**config.mk**
```make
export PLATFORM = sky130hd
export DESIGN_NAME = hcbp_ctrl
export DESIGN_NICKNAME = d
export VERILOG_FILES = /design/src/design/hcbp_pkg.sv /design/src/design/hcbp_ctrl.sv
export SDC_FILE = /design/constraint.sdc
export NUM_CORES = 1
export LEC_CHECK = 0
export ABC_AREA = 0
export BUFFER_PORTS_ARGS = -buffer_cell sky130_fd_sc_hd__buf_2
export CAP_MARGIN = 20
export CORE_AREA = 5 5 42 44
export CTS_CLUSTER_DIAMETER = 80
export DETAILED_ROUTE_END_ITERATION = 7
export DIE_AREA = 0 0 47 49
export HOLD_SLACK_MARGIN = 0.03
export PLACE_DENSITY = 0.43
export SYNTH_ARGS = -nofsm -noshare
export SYNTH_HDL_FRONTEND = slang
export SYNTH_SLANG_ARGS = --single-unit
export TNS_END_PERCENT = 1
```
**constraint.sdc**
```tcl
create_clock -name clk -period 1.2 [get_ports clk]
set_input_delay 0.12 -clock clk [delete_from_list [all_inputs] [get_ports clk]]
set_output_delay 0.12 -clock clk [all_outputs]
set_load 0.01 [all_outputs]
```
**src/design/hcbp_pkg.sv**
```systemverilog
// ----------------------------------------------------------------------------
// hcbp_pkg
// Shared types and constants for the Huffman code bit packer.
// ----------------------------------------------------------------------------
package hcbp_pkg;

  // Request commands
  localparam logic [1:0] CMD_LOAD   = 2'd0;
  localparam logic [1:0] CMD_ENCODE = 2'd1;
  localparam logic [1:0] CMD_FLUSH  = 2'd2;

  localparam int BYTE_BITS = 8;
  localparam int CODE_W    = 32;
  localparam int LEN_W     = 6;
  localparam int SYM_W     = 8;
  localparam int PEND_W    = 7;
  localparam int CNT_W     = 3;
  // left-aligned work word: up to 7 pending bits plus a 32-bit code
  localparam int WORD_W    = 40;

  // Controller to datapath commands
  typedef struct packed {
    logic mem_write;   // store a code table entry
    logic mem_read;    // read the entry of the incoming symbol
    logic build;       // merge pending bits and code into the work word
    logic flush_load;  // move padded pending bits into the work word
    logic emit;        // load the next byte into the output register
  } ctrl_cmd_t;

  // Datapath to controller status
  typedef struct packed {
    logic build_empty; // merged bits form no full byte
    logic pend_empty;  // no bits pending
    logic last;        // one byte left in the work word
    logic out_free;    // output register can take a byte
  } dp_stat_t;

endpackage

```
**src/design/hcbp_ctrl.sv**
```systemverilog
// ----------------------------------------------------------------------------
// hcbp_ctrl
// Sequencer: accepts requests, steps build and byte emission.
// ----------------------------------------------------------------------------
module hcbp_ctrl (
  input  logic                  clk,
  input  logic                  rst_n,
  input  logic                  in_valid,
  input  logic [1:0]            in_cmd,
  input  hcbp_pkg::dp_stat_t    stat,
  output hcbp_pkg::ctrl_cmd_t   cmd,
  output logic                  in_stall
);
  import hcbp_pkg::*;

  typedef enum logic [1:0] {
    S_IDLE,
    S_BUILD,
    S_EMIT
  } state_t;

  state_t state_r, state_nxt;
  logic   accept;

  assign in_stall = (state_r != S_IDLE);
  assign accept   = in_valid && (state_r == S_IDLE);

  // Commands and next state
  always_comb begin
    cmd       = '0;
    state_nxt = state_r;
    unique case (state_r)
      S_IDLE: begin
        if (accept) begin
          unique case (in_cmd)
            CMD_LOAD: cmd.mem_write = 1'b1;
            CMD_ENCODE: begin
              cmd.mem_read = 1'b1;
              state_nxt    = S_BUILD;
            end
            CMD_FLUSH: begin
              cmd.flush_load = 1'b1;
              if (!stat.pend_empty) state_nxt = S_EMIT;
            end
            default: ;  // unused code: dropped
          endcase
        end
      end
      S_BUILD: begin
        cmd.build = 1'b1;
        state_nxt = stat.build_empty ? S_IDLE : S_EMIT;
      end
      S_EMIT: begin
        cmd.emit = stat.out_free;
        if (stat.out_free && stat.last) state_nxt = S_IDLE;
      end
      default: state_nxt = S_IDLE;
    endcase
  end

  always_ff @(posedge clk) begin
    if (!rst_n) begin
      state_r <= S_IDLE;
    end else begin
      state_r <= state_nxt;
    end
  end

endmodule

```
==> run_results.csv <==
group,metric,value,unit
logic_synthesis,syn_area,170,µm²
drt,vias_per_cell,3.73,
pwr,powerDensity,909,nW/µm²
drt,wl_per_cell,9.10,µm
final_layout,final_core_util,22.6,%
sta,fmax,891,MHz
drt,drc_errors,0,
place,place_area,268,µm²
sta,tightestPinTransition,0.207,ns
floorplan,dieArea,2300,µm²
global_route,grt-ovfl-total,0,
worst_setup_path,end_kind,"output pin",
worst_setup_path,start_kind,"register",
pwr,vdd_drop_max,187,µV
min_path,min_path_type,"in2reg",
logic_synthesis,syn_nets,33,
final_layout,ff_latch_area,43.8,µm²
final_layout,most-common-layout-cells,"buf_2 (14), nor2_1 (3), clkbuf_4 (3)",
cts,clockRootBuffer,"clkbuf_4",
drt,dr_total_vias,220,
cts,cts-buffers-inserted,3,
logic_synthesis,avgSynthCellArea,7.09,µm²
final_layout,final_nets,54,
logic_synthesis,ys_seq_elements,2,
floorplan,die_w,47,µm
floorplan,die_y,49,µm
worst_setup_path,critPathArrivalTime,1.00,ns
logic_synthesis,synth_cell_types,14,
global_route,grt_max_degree,9,
floorplan,io_pins,15,
place,place_hpwl,440,µm
place,gp_congestion,0.632,
final_layout,num-fill-cells,166,
drt,wl,537,µm
cts,cts_hold_repair.buffers,0,
final_layout,largest_reg_flops,2,
sta,skew,0.00258,ns
place,portBuffers,14,
worst_setup_path,crit_type,"reg2out",
cts,cts.path.max_buffers,2,
final_layout,drive_gt1_share,55.8,%
logic_synthesis,synth_ff_type,"dfxtp_1",
logic_synthesis,async_flop_share,0,%
final_layout,num_antenna_cells,0,
final_layout,reg.largest.list,"state_r x2",
floorplan,start_util,12.1,%
floorplan,coreArea,1400,µm²
cts,cts_tree,"yes",
flow_run,drv_cap,0,
drt,drt_iter0_drc,0,
pwr,p_leak,0.172,nW
cts,clk_latency,0.22,ns
drt,drt_first_pass_iters,1,
cts,cts-htree-levels,1,
final_layout,largest-register,"state_r",
cts,cts_sinks,2,
logic_synthesis,yosys_warnings,0,
logic_synthesis,ys_seq_area_share,23.5,%
sta,fin_crit_sh,93.6,%
sta,tns,0,ns
global_route,grt_usage,5.49,%
final_layout,final_common_cell,"buf_2",
sta,rsz0062_at_grt,"no",
sta,setup_viol,0,
sta,fin_crit,1.12,ns
sta,hold_violations,0,
final_layout,multi_input_area,138,µm²
drt,ant_nets,0,
final_layout,fin_area,317,µm²
worst_setup_path,cp_max_fo,8,
cts,clk_pin_slew_worst_paths,0.03,ns
floorplan,num_rows,14,
run_status,status,"complete, no violations",
worst_setup_path,cp.required,1.08,ns
global_route,antenna_found_initial,0,
logic_synthesis,synth_edf_count,0,
sta,max-slew-margin-rel,86.1,%
final_layout,area_growth,86.0,%
sta,slew_viol_final,0,
global_route,grt_pass1_vias,217,
global_route,grt_pass1_wl,869,µm
logic_synthesis,syn_inst,24,
-- final cells by class --
| class | instances | share of cell area [%] |
|---|---|---|
| sequential | 2 | 13.8 |
| multi-input combinational | 20 | 43.5 |
| timing repair buffer | 16 | 26.9 |
| clock buffer | 3 | 7.11 |
| tap | 16 | 6.32 |
| inverter | 2 | 2.37 |
-- logic make-up (layout without fill, tap and decap cells) --
family	count (synthesis)	in the layout	share of synthesized area, %
mux	2	2	11.8
compound gates	3	3	10.3
simple gates	15	15	50.0
flops	2	2	23.5
buf+inv	2	21	4.41
-- stage by stage --
| step | instances | worst slack [ns] | power [W] | hold WS (ns) |
|---|---|---|---|---|
| after detailed placement | 55 | 0.134 | 0.000136 | 0.401 |
| after global routing | 59 | 0.00327 | 0.000313 | 0.171 |
| after global placement | 55 | 0.121 | 0.000136 | 0.401 |
| final | 59 | 0.0771 | 0.000288 | 0.174 |
| after CTS | 59 | 0.0180 | 0.000301 | 0.170 |
| after floorplan | 24 | 0.221 | 0.000104 | 0.261 |
-- per-layer routing --
layer	vias up	track usage [%]	routed length (µm)
met4	0	6.91	0
met3	0	1.11	59
met5	-	0	0
li1	124	-	-
met1	85	7.66	262
met2	11	5.66	216
-- report_power, final --
group	internal, W	total, W	leakage (nW)	switching, W
registers	0.0000683	0.0000725	0.0170	0.00000420
clock network	0.000110	0.000147	0.0138	0.0000369
logic	0.0000355	0.0000681	0.141	0.0000327
total	0.000214	0.000288	0.172	0.0000737
-- critical path, stage by stage, from the launching register on --
cell and delay (ns):
dfxtp_4 0.36, nor2_4 0.09, nand2_2 0.08, nor3_2 0.10, buf_2 0.15
-- cells in the mapped netlist, types with 2 or more instances --
library cell | number | share of area (%)
nor2_1 | 4 | 8.8
nand2_1 | 3 | 6.6
dfxtp_1 | 2 | 24
inv_1 | 2 | 4.4
mux2i_1 | 2 | 12
nand3b_1 | 2 | 8.8
o21ai_1 | 2 | 5.9
-- what timing repair did --
item	in CTS	in global routing
pin swaps	1	1
setup endpoints to repair	3	1
setup buffers	1	0
gates resized for setup	4	2
hold endpoints to repair	0	0
-- worst paths after layout --
path	startpoint	endpoint	slack, ns	cells past startpoint
hold reg to reg	state_r[1]$_SDFFE_PN0P_	state_r[0]$_SDFFE_PN0P_	0.49	1
setup reg to reg	state_r[1]$_SDFFE_PN0P_	state_r[1]$_SDFFE_PN0P_	0.18	5
setup / recovery	state_r[1]$_SDFFE_PN0P_	cmd[4]	0.08	4
hold / removal	in_valid	state_r[0]$_SDFFE_PN0P_	0.17	3
Note: power is estimated with default switching activity, not from simulation.
